`src/css_pkg.sv`:
```
package css_pkg;

	// action codes carried by a command word
	typedef enum logic [1:0] {
		ACT_START = 2'd0,
		ACT_DONE  = 2'd1,
		ACT_FAIL  = 2'd2,
		ACT_QUERY = 2'd3
	} action_t;

	// stage codes
	localparam logic [3:0] STAGE_IDLE     = 4'd0;
	localparam logic [3:0] STAGE_FIRST    = 4'd1;
	localparam logic [3:0] STAGE_LAST     = 4'd8;
	localparam logic [3:0] STAGE_COMPLETE = 4'd9;
	localparam logic [3:0] STAGE_FAILED   = 4'd10;

	localparam int unsigned PCT_FULL  = 100;
	localparam int unsigned NUM_WORK  = 8;

	typedef struct packed {
		logic [3:0] stage;
		logic [8:0] mask;
		logic [3:0] fail_stage;
		logic [7:0] fail_reason;
		logic       active;
	} state_t;

	typedef struct packed {
		logic [1:0] action;
		logic [3:0] procedure;
		logic [7:0] reason;
	} cmd_t;

	typedef struct packed {
		logic       accepted;
		logic [3:0] expected_proc;
		logic       workflow_done;
		logic [3:0] current_stage;
		logic [8:0] done_mask;
		logic [3:0] failed_at;
		logic [7:0] failure_code;
		logic [6:0] progress_percent;
		logic       running;
	} status_t;

	function automatic logic is_working(logic [3:0] s);
		return (s >= STAGE_FIRST) && (s <= STAGE_LAST);
	endfunction

	// (s-1)*100/8 for a working stage
	function automatic logic [6:0] pct_of(logic [3:0] s);
		logic [9:0] prod;
		prod = 10'(s - STAGE_FIRST) * 10'(PCT_FULL);
		return 7'(prod / 10'(NUM_WORK));
	endfunction

endpackage

```
`src/css_cmd_if.sv`:
```
interface css_cmd_if;
	logic       valid;
	logic       ready;
	logic [1:0] action;
	logic [3:0] procedure;
	logic [7:0] reason;

	modport source (output valid, output action, output procedure, output reason,
		input ready);
	modport sink (input valid, input action, input procedure, input reason,
		output ready);
endinterface

```
`src/css_status_if.sv`:
```
interface css_status_if;
	logic       valid;
	logic       ready;
	logic       accepted;
	logic [3:0] expected_proc;
	logic       workflow_done;
	logic [3:0] current_stage;
	logic [8:0] done_mask;
	logic [3:0] failed_at;
	logic [7:0] failure_code;
	logic [6:0] progress_percent;
	logic       running;

	modport source (output valid, output accepted, output expected_proc,
		output workflow_done, output current_stage, output done_mask,
		output failed_at, output failure_code, output progress_percent,
		output running, input ready);
	modport sink (input valid, input accepted, input expected_proc,
		input workflow_done, input current_stage, input done_mask,
		input failed_at, input failure_code, input progress_percent,
		input running, output ready);
endinterface

```
`src/css_step.sv`:
```
module css_step (
	input  css_pkg::state_t  cur,
	input  css_pkg::cmd_t    cmd,
	output css_pkg::state_t  nxt,
	output css_pkg::status_t res
);

	logic [3:0] expect_proc;
	logic       acc;
	logic       done;

	assign expect_proc = css_pkg::is_working(cur.stage) ? cur.stage : css_pkg::STAGE_IDLE;

	always_comb begin
		nxt  = cur;
		acc  = 1'b0;
		done = 1'b0;
		case (css_pkg::action_t'(cmd.action))
			css_pkg::ACT_START: begin
				if (!cur.active) begin
					nxt        = '0;
					nxt.active = 1'b1;
					nxt.stage  = css_pkg::STAGE_FIRST;
					acc        = 1'b1;
				end
			end
			css_pkg::ACT_DONE: begin
				if (cur.active && (expect_proc != css_pkg::STAGE_IDLE)
						&& (cmd.procedure == expect_proc)) begin
					nxt.mask = cur.mask | (9'd1 << cur.stage);
					if (cur.stage == css_pkg::STAGE_LAST) begin
						nxt.stage  = css_pkg::STAGE_COMPLETE;
						nxt.active = 1'b0;
						done       = 1'b1;
					end else begin
						nxt.stage = cur.stage + 4'd1;
					end
					acc = 1'b1;
				end
			end
			css_pkg::ACT_FAIL: begin
				if (cur.active) begin
					nxt.fail_stage  = cur.stage;
					nxt.fail_reason = cmd.reason;
					nxt.stage       = css_pkg::STAGE_FAILED;
					nxt.active      = 1'b0;
					acc             = 1'b1;
				end
			end
			default: begin
				acc = 1'b1;
			end
		endcase
	end

	always_comb begin
		res.accepted       = acc;
		res.workflow_done  = done;
		res.current_stage  = nxt.stage;
		res.done_mask      = nxt.mask;
		res.failed_at      = nxt.fail_stage;
		res.failure_code   = nxt.fail_reason;
		res.running        = nxt.active;
		res.expected_proc  = (nxt.active && css_pkg::is_working(nxt.stage)) ?
			nxt.stage : css_pkg::STAGE_IDLE;
		if (nxt.stage == css_pkg::STAGE_COMPLETE) begin
			res.progress_percent = 7'(css_pkg::PCT_FULL);
		end else if (nxt.stage == css_pkg::STAGE_FAILED) begin
			res.progress_percent = css_pkg::is_working(nxt.fail_stage) ?
				css_pkg::pct_of(nxt.fail_stage) : 7'd0;
		end else if (css_pkg::is_working(nxt.stage)) begin
			res.progress_percent = css_pkg::pct_of(nxt.stage);
		end else begin
			res.progress_percent = 7'd0;
		end
	end

endmodule

```
`src/commissioning_stage_sequencer.sv`:
```
// commissioning stage sequencer: one status word per command word
// a command word passes through the command register, then the status register,
// before its status word is valid
// throughput: one command word per cycle while status words are taken (status.ready)
// reset: arst_n clears the run state to idle and empties both registers
module commissioning_stage_sequencer (
	input logic           clk,
	input logic           arst_n,
	css_cmd_if.sink       cmd,
	css_status_if.source  status
);

	// input register stage
	logic             vld_s1;
	css_pkg::cmd_t    cmd_s1;
	// result register stage
	logic             vld_s2;
	css_pkg::status_t res_s2;
	// run state
	css_pkg::state_t  st_q;

	css_pkg::state_t  st_nxt;
	css_pkg::status_t res_nxt;

	logic load_s2;
	logic adv_s1;

	// the result register frees up when its word is taken or it is empty
	assign load_s2   = !vld_s2 || status.ready;
	assign adv_s1    = vld_s1 && load_s2;
	assign cmd.ready = !vld_s1 || load_s2;

	css_step u_step (
		.cur (st_q),
		.cmd (cmd_s1),
		.nxt (st_nxt),
		.res (res_nxt)
	);

	// command register
	always_ff @(posedge clk or negedge arst_n) begin
		if (!arst_n) begin
			vld_s1 <= 1'b0;
		end else if (cmd.ready) begin
			vld_s1 <= cmd.valid;
		end
	end

	always_ff @(posedge clk) begin
		if (cmd.ready && cmd.valid) begin
			cmd_s1.action    <= cmd.action;
			cmd_s1.procedure <= cmd.procedure;
			cmd_s1.reason    <= cmd.reason;
		end
	end

	// run state moves only when the command moves into the result register
	always_ff @(posedge clk or negedge arst_n) begin
		if (!arst_n) begin
			st_q <= '0;
		end else if (adv_s1) begin
			st_q <= st_nxt;
		end
	end

	// result register
	always_ff @(posedge clk or negedge arst_n) begin
		if (!arst_n) begin
			vld_s2 <= 1'b0;
		end else if (load_s2) begin
			vld_s2 <= vld_s1;
		end
	end

	always_ff @(posedge clk) begin
		if (adv_s1) begin
			res_s2 <= res_nxt;
		end
	end

	assign status.valid            = vld_s2;
	assign status.accepted         = res_s2.accepted;
	assign status.expected_proc    = res_s2.expected_proc;
	assign status.workflow_done    = res_s2.workflow_done;
	assign status.current_stage    = res_s2.current_stage;
	assign status.done_mask        = res_s2.done_mask;
	assign status.failed_at        = res_s2.failed_at;
	assign status.failure_code     = res_s2.failure_code;
	assign status.progress_percent = res_s2.progress_percent;
	assign status.running          = res_s2.running;

	// active run always sits in a working stage
	a_active_stage: assert property (@(posedge clk) disable iff (!arst_n)
		st_q.active == css_pkg::is_working(st_q.stage))
		else $error("run flag and stage disagree");

	// a finished run reports every working stage done
	a_done_mask: assert property (@(posedge clk) disable iff (!arst_n)
		(status.valid && status.workflow_done) |->
		(status.accepted && (status.done_mask == 9'h1FE)
		&& (status.current_stage == css_pkg::STAGE_COMPLETE) && !status.running))
		else $error("completion word with incomplete mask");

	// a running word expects the procedure of its stage
	a_running_proc: assert property (@(posedge clk) disable iff (!arst_n)
		(status.valid && status.running) |->
		(status.expected_proc == status.current_stage))
		else $error("expected procedure does not follow stage");

	// state changes only when a command moves through
	a_state_hold: assert property (@(posedge clk) disable iff (!arst_n)
		!adv_s1 |=> $stable(st_q))
		else $error("run state moved without a command");

endmodule
```
`src/flat_wrapper.sv`:
```
// flat-port wrapper written by rule: the top's interface ports become plain ports
module commissioning_stage_sequencer_flat 
  (clk, arst_n, cmd_valid, cmd_action, cmd_procedure, cmd_reason, cmd_ready, status_valid, status_accepted, status_expected_proc, status_workflow_done, status_current_stage, status_done_mask, status_failed_at, status_failure_code, status_progress_percent, status_running, status_ready);
  css_cmd_if cmd_i ();
  css_status_if status_i ();
  input logic clk;
  input logic arst_n;
  input wire logic [$bits(cmd_i.valid)-1:0] cmd_valid;
  input wire logic [$bits(cmd_i.action)-1:0] cmd_action;
  input wire logic [$bits(cmd_i.procedure)-1:0] cmd_procedure;
  input wire logic [$bits(cmd_i.reason)-1:0] cmd_reason;
  output wire logic [$bits(cmd_i.ready)-1:0] cmd_ready;
  output wire logic [$bits(status_i.valid)-1:0] status_valid;
  output wire logic [$bits(status_i.accepted)-1:0] status_accepted;
  output wire logic [$bits(status_i.expected_proc)-1:0] status_expected_proc;
  output wire logic [$bits(status_i.workflow_done)-1:0] status_workflow_done;
  output wire logic [$bits(status_i.current_stage)-1:0] status_current_stage;
  output wire logic [$bits(status_i.done_mask)-1:0] status_done_mask;
  output wire logic [$bits(status_i.failed_at)-1:0] status_failed_at;
  output wire logic [$bits(status_i.failure_code)-1:0] status_failure_code;
  output wire logic [$bits(status_i.progress_percent)-1:0] status_progress_percent;
  output wire logic [$bits(status_i.running)-1:0] status_running;
  input wire logic [$bits(status_i.ready)-1:0] status_ready;
  assign cmd_i.valid = cmd_valid;
  assign cmd_i.action = cmd_action;
  assign cmd_i.procedure = cmd_procedure;
  assign cmd_i.reason = cmd_reason;
  assign cmd_ready = cmd_i.ready;
  assign status_valid = status_i.valid;
  assign status_accepted = status_i.accepted;
  assign status_expected_proc = status_i.expected_proc;
  assign status_workflow_done = status_i.workflow_done;
  assign status_current_stage = status_i.current_stage;
  assign status_done_mask = status_i.done_mask;
  assign status_failed_at = status_i.failed_at;
  assign status_failure_code = status_i.failure_code;
  assign status_progress_percent = status_i.progress_percent;
  assign status_running = status_i.running;
  assign status_i.ready = status_ready;
  commissioning_stage_sequencer u_core (.clk(clk), .arst_n(arst_n), .cmd(cmd_i), .status(status_i));
endmodule
```
`config.mk`:
```
export PLATFORM = sky130hd
export DESIGN_NAME = commissioning_stage_sequencer_flat
export DESIGN_NICKNAME = d
export VERILOG_FILES = /design/src/css_pkg.sv /design/src/css_cmd_if.sv /design/src/css_status_if.sv /design/src/css_step.sv /design/src/commissioning_stage_sequencer.sv /design/src/flat_wrapper.sv
export SDC_FILE = /design/constraint.sdc
export NUM_CORES = 1
export LEC_CHECK = 0
export ABC_AREA = 1
export BUFFER_PORTS_ARGS = -buffer_cell sky130_fd_sc_hd__buf_2
export CORE_AREA = 2 2 85 108
export DETAILED_ROUTE_END_ITERATION = 8
export DIE_AREA = 0 0 87 110
export HOLD_SLACK_MARGIN = 0.1
export PLACE_DENSITY = 0.78
export SLEW_MARGIN = 0
export SYNTH_ARGS = -nofsm -noshare
export SYNTH_HDL_FRONTEND = slang
export SYNTH_SLANG_ARGS = --single-unit
```
`constraint.sdc`:
```
create_clock -name clk -period 4.7 [get_ports clk]
set_input_delay 0.94 -clock clk [delete_from_list [all_inputs] [get_ports clk]]
set_output_delay 0.94 -clock clk [all_outputs]
set_load 0.01 [all_outputs]
```
; ---- Yosys cells after proc, flatten, opt, wreduce, memory -nomap -nowiden
; Cells that the tools add are included.
[op_classes]
addsub = 3
multipliers = 2
order_cmp = 6
eq_ne = 6
n_shift = 1
n_mux = 20
bitwise = 1
n_reduce_logical = 15
[ops]
columns = cell, count
row1 = 13-bit two-way mux, 2
row2 = 26-bit two-way mux, 1
row3 = 12-bit one-hot mux with 2 select lines, 1
row4 = 7-bit two-way mux, 3
row5 = 10-bit by 5-bit multiplier with 8-bit output (second input constant), 2
row6 = 9-bit one-hot mux with 2 select lines, 1
row7 = 4-bit == test (second input constant), 3
row8 = 4-bit by 1-bit >= comparator with 1-bit output (second input constant), 3
row9 = 4-bit <= comparator (second input constant), 3
row10 = 4-bit two-way mux, 3
row11 = 4-bit one-hot mux with 3 select lines, 1
row12 = 4-bit by 1-bit subtractor with 5-bit output (second input constant), 2
row13 = 9-bit bitwise OR, 1
row14 = 1-bit by 4-bit << shifter with 9-bit output (first input constant), 1
row15 = 1-bit logical AND, 8
row16 = 1-bit two-way mux, 6
row17 = 1-bit one-hot mux with 3 select lines, 2
row18 = 4-bit by 1-bit adder with 4-bit output (second input constant), 1
row19 = 4-bit == test, 1
row20 = 4-bit nonzero test, 1
row21 = 2-bit by 1-bit == test with 1-bit output (second input constant), 1
row22 = 2-bit == test (second input constant), 1
row23 = 1-bit zero test, 2
row24 = 2-bit zero test, 1
row25 = other kinds (2), 3
[word_totals]
register_bits = 81
inputBits = 18
out_inout_bits = 41
elab_cells = 73

; ---- Logic depth before layout (Yosys ltp)
; Gate-level depths: netlist of run 1.
[depth]
word_depth = 12
ltp_mapped = 28
depth_no_buf = 28

; ---- Modules after synthesis
; A second synthesis of run 1 with hierarchy kept.
[unflattened]
cells_unflattened = 489
area_unflattened_um2 = 4762.1
[by_module_without_submodules]
columns = mod, instances, cells_per_inst, area_each_um2, seq_area_each_um2
row1 = commissioning_stage_sequencer, 1, 175, 2737.6, 2292.2
row2 = css_step, 1, 314, 2024.4, 0.0

; ---- Worst setup path before layout of run 1
; OpenSTA, ideal clock, no wires.
[synth_timing]
path_type = reg-to-reg
startpoint = register u_core.st_q[23] (netlist bit)
endpoint = register u_core.res_s2, in the netlist u_core.status.progress_percent[6], data pin
setup_time_ps = 254
t_arrival_ps = 4189
required_ps = 4446
slack_ps = 256
path_stages_with_launch = 26
n_path_buf = 0
path_cell_list = dfrtp_1 > inv_1 > ha_1 > nand3_2 > nand2_1 > nand2_1 > nor2_2 > nand2_2 > nand2_1 > nand3_1 > nand2_1 > nand2_1 > ha_1 > xor2_1 > ha_1 > ha_1 > fa_1 > ha_1 > nand2_1 > nor2_1 > a211oi_1 > xnor2_1 > nand3b_1 > nand2_1 > nand2_1 > nand2_1
[synth_via]
elab_chain_len = 12
elab_cells_between_ends = 32
classes_between = 3 x add/sub / 2 x mul / 6 x order compare / 4 x eq/ne / 11 x mux / 6 x reduce/logical
[synth_rtl]
columns = item, line
row1 = "start, declared", commissioning_stage_sequencer.sv:20  ; css_pkg::state_t st_q;
row2 = "start signal, assigned", commissioning_stage_sequencer.sv:62  ; st_q <= st_nxt;
row3 = 4-bit by 1-bit >= comparator with 1-bit output or 4-bit <= comparator (tied branches), css_pkg.sv:48  ; return (s >= STAGE_FIRST) && (s <= STAGE_LAST);
row4 = 1-bit logical AND, css_pkg.sv:48
row5 = 4-bit two-way mux, css_step.sv:12  ; assign expect_proc = css_pkg::is_working(cur.stage) ? cur.stage : css_pkg::STAGE_IDLE;
row6 = 4-bit nonzero test, css_step.sv:28  ; if (cur.active && (expect_proc != css_pkg::STAGE_IDLE)
row7 = 1-bit logical AND, css_step.sv:28
row8 = 1-bit logical AND, css_step.sv:29  ; && (cmd.procedure == expect_proc)) begin
row9 = 13-bit two-way mux, css_step.sv:28
row10 = 4-bit one-hot mux with 3 select lines, css_step.sv:18  ; case (css_pkg::action_t'(cmd.action))
row11 = "4-bit by 1-bit subtractor with 5-bit output, or another cell as far along", css_pkg.sv:54  ; prod = 10'(s - STAGE_FIRST) * 10'(PCT_FULL);
row12 = 10-bit by 5-bit multiplier with 8-bit output or 1-bit logical AND (tied branches), "css_pkg.sv:54, css_pkg.sv:48"
row13 = 7-bit two-way mux, css_step.sv:71  ; end else if (css_pkg::is_working(nxt.stage)) begin
row14 = 7-bit two-way mux, css_step.sv:68  ; end else if (nxt.stage == css_pkg::STAGE_FAILED) begin
row15 = "end signal, assigned", commissioning_stage_sequencer.sv:77  ; res_s2 <= res_nxt;
row16 = "end, declared", commissioning_stage_sequencer.sv:18  ; css_pkg::status_t res_s2;
; Parallel ways exist; a longest one is shown, timed or not.
; A chain may end at the register's enable or synchronous reset.

==> results of run 1 <==
[worst min-delay path: stages, from the launching register on]
cell and delay, ns:
dfrtp_1 0.35, nand2_1 0.05, o21ai_0 0.06
[sequential cells by signal (all words and copies together), names as in the netlist, 4 cells and up]
register / count
u_core.status.current_stage: 4
u_core.cmd_s1: 14
u_core.st_q: 26
u_core.status.expected_proc: 4
u_core.status.failed_at: 4
u_core.status.failure_code: 8
u_core.status.progress_percent: 7
u_core.status.done_mask: 9
[logic make-up after synthesis]
family                     Yosys count
adders and majority gates           37
DFF                                 81
xor gates and xnor gates            12
buffers and inverters               79
and+or+nand+nor                    173
AOI/OAI and AO/OA                   68
[worst paths after layout]
kind,to,cells after the start
worst min register to register,u_core.st_q[9],2
max in group asynchronous,u_core.st_q[16],1
worst min-delay path,u_core.st_q[9],2
worst max-delay path,u_core.status.progress_percent[6],25
worst max register to register,u_core.status.progress_percent[6],25
min in group asynchronous,u_core.st_q[3],1
[cell type report]
class / count / area share, %
repair buffers: 74 / 8.05
well taps: 100 / 2.45
inverters: 70 / 5.25
flip-flops and latches: 81 / 44.9
multi-input cells: 290 / 35.6
clock buffers: 11 / 2.97
clock inverters: 5 / 0.736
[stage by stage]
step                       TNS, ns  instances
after floorplan                  0        450
after global placement           0        612
after detailed placement         0        612
after CTS                        0        628
after global routing      -0.00949        631
final                            0        631
[synth_stat cells (2+ instances only)]
library cell / number / area share, %
a21oi_1: 8 / 0.92
buf_1: 2 / 0.17
buf_2: 3 / 0.34
clkbuf_1: 4 / 0.34
clkinv_1: 2 / 0.17
dfrtp_1: 28 / 16
edfxtp_1: 53 / 37
fa_1: 4 / 1.8
ha_1: 33 / 9.5
inv_1: 60 / 5.2
inv_2: 7 / 0.60
nand2_1: 110 / 9.5
nand2_2: 4 / 0.57
nand3_1: 22 / 2.5
nand3_2: 2 / 0.46
nand4_1: 7 / 1.0
nor2_1: 19 / 1.6
nor2_2: 4 / 0.57
o211ai_1: 2 / 0.34
o21ai_0: 40 / 4.6
o22ai_1: 7 / 1.0
o31ai_1: 2 / 0.34
xnor2_1: 6 / 1.2
xor2_1: 6 / 1.2
[timing repair]
action / CTS / global route
endpoints found under the hold margin: 0 / 0
endpoints found under the setup margin: 0 / 1
resized for setup: 0 / 11
setup buffers: 0 / 3
hold buffers: 0 / 0
[power by group through the flow]
| stage | sequential (mW) | clock [mW] | combinational (mW) |
|---|---|---|---|
| floorplan | 1.16 | 0 | 1.59 |
| global placement | 1.11 | 0 | 2.07 |
| detailed placement | 1.12 | 0 | 2.19 |
| CTS | 1.11 | 0.497 | 2.20 |
| global route | 1.13 | 0.519 | 2.62 |
| finish | 1.11 | 0.481 | 2.27 |
[routing by layer]
layer / part of all wire, % / vias to the layer above / wire length (µm) / GRT usage [%]
li1: - / 1640 / - / -
met1: 42 / 1562 / 3810 / 24.5
met2: 51 / 80 / 4630 / 34.1
met3: 4.2 / 15 / 378 / 3.65
met4: 2.2 / 0 / 194 / 10.8
met5: 0 / - / 0 / 0
==> metrics.md, run 1 <==
| Metric | Value |
|---|---|
| CP max FO | 8 |
| Min cycle time layout | ~4.4 ns |
| FMAX | 228 MHz |
| Placer Congestion | 0.883 |
| Die Wd | around 87 µm |
| Layout filler cell count | 705 |
| Die Y | between 100 and 150 µm |
| Footprint of the multi-input gates | roughly 1800 µm² |
| Dpl ws | about 0.12 ns |
| Nets | 581 |
| Cell area after synthesis | 4360 µm² |
| DR vias/cell | between 5 and 6 |
| CP dominant cell by count | nand2_1 |
| Gate power share | 58.8% |
| Mapped Nets | slightly above 500 |
| Max-slew headroom | 55.3% |
| Clk buf depth | 2 |
| Yosys warnings | 0 |
| Ports | 59 |
| DP Wirelength | 6.65 mm |
| Num CTS Buffers | 9 |
| Post-synth EDFFs | 53 |
| ANT nets after route | 0 |
| Final Core Density | between 50% and 60% |
| Sw Pwr | roughly 1.6 mW |
| CTS tree | done |
| Final Cell Area | 5100 µm² |
| Hold Path Class | reg2reg |
| Gr usage total | 20.2% |
| Synth Area in XOR/XNOR | 2.41% |
| FF+latch area | 2290 µm² |
| Setup Skew | 0.0123 ns |
| Startpoint Class | flip-flop |
| FFs w/ async S/R, synth | about a third |
| Syn Inst Count | 450 |
| Buf/Inv on CP | 3 |
| Share of layout cells above drive strength 1 | 23.9% |
| Area Overhead vs Synth | 17.1% |
| Maxcap violations | 0 |
| WS Path Type | reg2reg |
| Initial antenna violation count | 0 |
| Most common cell after layout, fill and taps aside | nand2_1 |
| Worst VDD drop | 707 µV |
| Clock group share of total power | 12.5% |
| Critical Path Max Stage Delay | 0.59 ns |
| Post-Route WL | 9.01 mm |
| Yosys reg bits | 81 |
| Synth Area in Adders | 11.3% |
| Most frequent cells in the layout | nand2_1, inv_1, buf_2 |
| Initial DRC count | a little over 200 |
| Net Sw Frac | a little over two fifths |
| Starting Density | 51.2% |
| Critical Path Start | u_core.st_q[25] |
| Endpoints failing setup | 0 |
| Seq/Total Area, Yosys | a little over half |
| Avg WL per Cell | 14.3 µm |
| Worst-margin pin slew | 0.671 ns |
| Post-synthesis simple-gate area fraction | 17.6% |
| H-tree levels | 3 |
| Pre-antenna DRT Iters | 4 |
| Hold path startpoint | u_core.st_q[9] |
| First-pass GRT wire length | 14.7 mm |
| Reg power frac | around 29% |
| CP delay by family, top | adder cells |
| Distinct cells, synth | 39 |
| Pint | 2.21 mW |
| Drt drc | 0 |
| Mux share of post-synthesis cell area | 0% |
| Placeable Area | 8510 µm² |
| Reg clk slew, reported paths | 0.08 ns |
| Largest net degree at the start of global routing | 49 |
| Mean post-synth cell area | 9.68 µm² |
| Post-place instance area | 4830 µm² |
| Outcome | finished clean |
| Final Hold Vio Count | 0 |
| Tcrit/Tclk final | 93.1% |
| Data required time at the worst endpoint | 4.82 ns |
| Pleak | 2.40 nW |
| Worst r2r src | u_core.st_q[25] |
| PortBufs | 58 |
| Pwr Density | 757 nW/µm² |
| Sink Count | ~80 |
| Clk root buf | clkbuf_8 |
| Die area | 9570 µm² |
| Critical path capture point type | flip-flop |
| Crit path arrival time | 4.50 ns |
| Tot Pwr | about 3.9 mW |
| Slowest library cell on the worst path | fa_1 |
| N_diodes | 0 |
| Grt ovf | 0 |
| Clock latency on the worst-skew pair | 0.37 ns |
| Main combinational cell family by area after synthesis | simple AND/OR/NAND/NOR gates |
| Top FF cell, synth | edfxtp_1 |
| Cell Rows | 38 |
| Post-synthesis compound-gate area fraction | under 10% |
| Final Max Tran Viols | 0 |
| Worst reg-to-reg setup slack | 0.32 ns |
| Vias | 3,297 |
| Worst Hold Slack | just under 0.5 ns |
| Setup ws final | 0.323 ns |
| Vias in the first global route | roughly 3,200 |
No activity file was read; power rests on OpenSTA's default activity.
==> run 2, diff against run 1 <==
Clock period 4.7 ns to 3.6 ns, I/O delays scaled along.
==> run 2 against run 1 <==
Effect of this change: the flow now finishes with violations (negative setup slack); count of clock-buffer cells in the layout is 1 lower; maximum frequency increased by 4.7%; sequential power is 31% higher; cell area rose by 16%; combinational power grew 84%; core utilization increased by 9.8 points; clock skew shrank 0.0036 ns; critical path depth unchanged; routed wire length is 20% higher; non-clock buffer count increased by 79.
==> metrics.md, run 2 (synthesized netlist as in run 1, its figures left out) <==
| Metric | Value |
|---|---|
| Maxcap violations | 0 |
| Critical Path Max Stage Delay | 0.55 ns |
| CTS tree | done |
| Crit path arrival time | 4.32 ns |
| Final Hold Vio Count | 0 |
| CP max FO | 5 |
| R2R cell count | 25 |
| Cell Rows | 38 |
| Worst VDD drop | 1110 µV |
| Share of layout cells above drive strength 1 | 39.0% |
| ANT nets after route | 0 |
| Num CTS Buffers | 9 |
| Placer Congestion | roughly 0.90 |
| Initial antenna violation count | 0 |
| Slowest library cell on the worst path | fa_1 |
| Final Max Tran Viols | 0 |
| DR vias/cell | 5.25 |
| Sink Count | 81 |
| Reg clk slew, reported paths | 0.09 ns |
| Pleak | 2.79 nW |
| Nets | 660 |
| Die area | ~9600 µm² |
| Max reg flops | 26 |
| Worst reg-to-reg setup slack | -0.58 ns |
| Cts hold-fix bufs | 0 |
| Die Y | 110 µm |
| Worst-margin pin slew | between 0.6 and 0.7 ns |
| PortBufs | just under 60 |
| Worst r2r src | u_core.st_q[22] |
| Worst Hold Slack | 0.376 ns |
| Grt ovf | 0 |
| Clk buf depth | 2 |
| Endpoints failing setup | 3 |
| Setup Skew | around 0.009 ns |
| Starting Density | between 50% and 60% |
| Post-Route WL | 10.8 mm |
| First-pass GRT wire length | 16.9 mm |
| Hold Path Class | in2async |
| Data required time at the worst endpoint | 3.73 ns |
| Vias | 3,727 |
| Critical path capture point type | flip-flop |
| Clk root buf | clkbuf_8 |
| FMAX | 239 MHz |
| Ports | 59 |
| Largest Register | u_core.st_q |
| DP Wirelength | 7.23 mm |
| Largest net degree at the start of global routing | 62 |
| Pre-antenna DRT Iters | 5 |
| RSZ-0062 raised after global routing | yes |
| Area Overhead vs Synth | 36.3% |
| Gr usage total | 23.1% |
| Layout filler cell count | 586 |
| Startpoint Class | flip-flop |
| Max-slew headroom | 54.4% |
| Placeable Area | roughly 8500 µm² |
| Vias in the first global route | around 3,700 |
| Avg WL per Cell | 15.2 µm |
| H-tree levels | 3 |
| Clock latency on the worst-skew pair | 0.37 ns |
| Tcrit/Tclk final | 116% |
| Critical Path Start | u_core.st_q[22] |
| WS Path Type | reg2reg |
| Min cycle time layout | 4.18 ns |
| N_diodes | 0 |
| Dpl ws | -0.613 ns |
| Pwr Density | around 1100 nW/µm² |
| Failing checks | negative setup slack |
| Initial DRC count | 242 |
| Die Wd | between 80 and 90 µm |
| Most frequent cells in the layout | nand2_1, buf_4, buf_2 |
| Final Core Density | 69.8% |
| Drt drc | 0 |
| Most common cell after layout, fill and taps aside | nand2_1 |
| Setup ws final | -0.581 ns |
| Outcome | complete, but fails checks |
## run 2: worst max-delay path: cells and delay by family, from the launching register on
| family | cells | cell delay, ns |
|---|---|---|
| buf+inv | 1 | 0.09 |
| compound gates | 1 | 0.16 |
| xor+xnor | 2 | 0.40 |
| simple gates | 15 | 1.25 |
| flops | 1 | 0.46 |
| fa+ha+maj | 6 | 1.57 |
## run 2: timing repair
action,4_1_cts,5_1_grt
gates cloned,0,0
pin swaps,22,16
gates resized for setup,24,18
endpoints found under the setup margin,3,3
setup buffers,11,6
## run 2: routing by layer
layer,global-route usage [%],routed length (µm)
met1,26.3,4180
met2,40.6,5670
met3,3.57,465
met4,13.7,508
met5,0,0
## run 2: final timing paths
check | endpoint
setup / recovery | u_core.status.progress_percent[6]
max in group asynchronous | u_core.st_q[23]
min in group clk | u_core.st_q[11]
hold / removal | u_core.st_q[21]
setup reg to reg | u_core.status.progress_percent[6]
hold reg to reg | u_core.st_q[11]
## run 2: through the flow
step                      cells  setup TNS [ns]  power, mW  area (µm²)
after floorplan             450          -0.529       3.71        4420
after global placement      677          -0.706       4.74        5400
after detailed placement    677           -1.00       4.92        5400
after CTS                   704          -0.811       6.05        5830
after global routing        710           -1.46       6.86        5940
final                       710           -1.13       6.34        5940
## run 2: layout make-up
class	instances	area, µm²	share of cell area, %
Clock buffer	10	138	2.32
Multi-Input combinational cell	290	2010	33.8
Inverter	70	273	4.59
Clock inverter	6	73.8	1.24
Sequential cell	81	2290	38.7
Timing Repair Buffer	153	1030	17.3
Tap cell	100	125	2.11
## run 2: power breakdown
group	internal [mW]	switching, mW	total, mW
combinational	2.06	2.11	4.17
sequential	1.34	0.109	1.45
clock	0.349	0.363	0.712
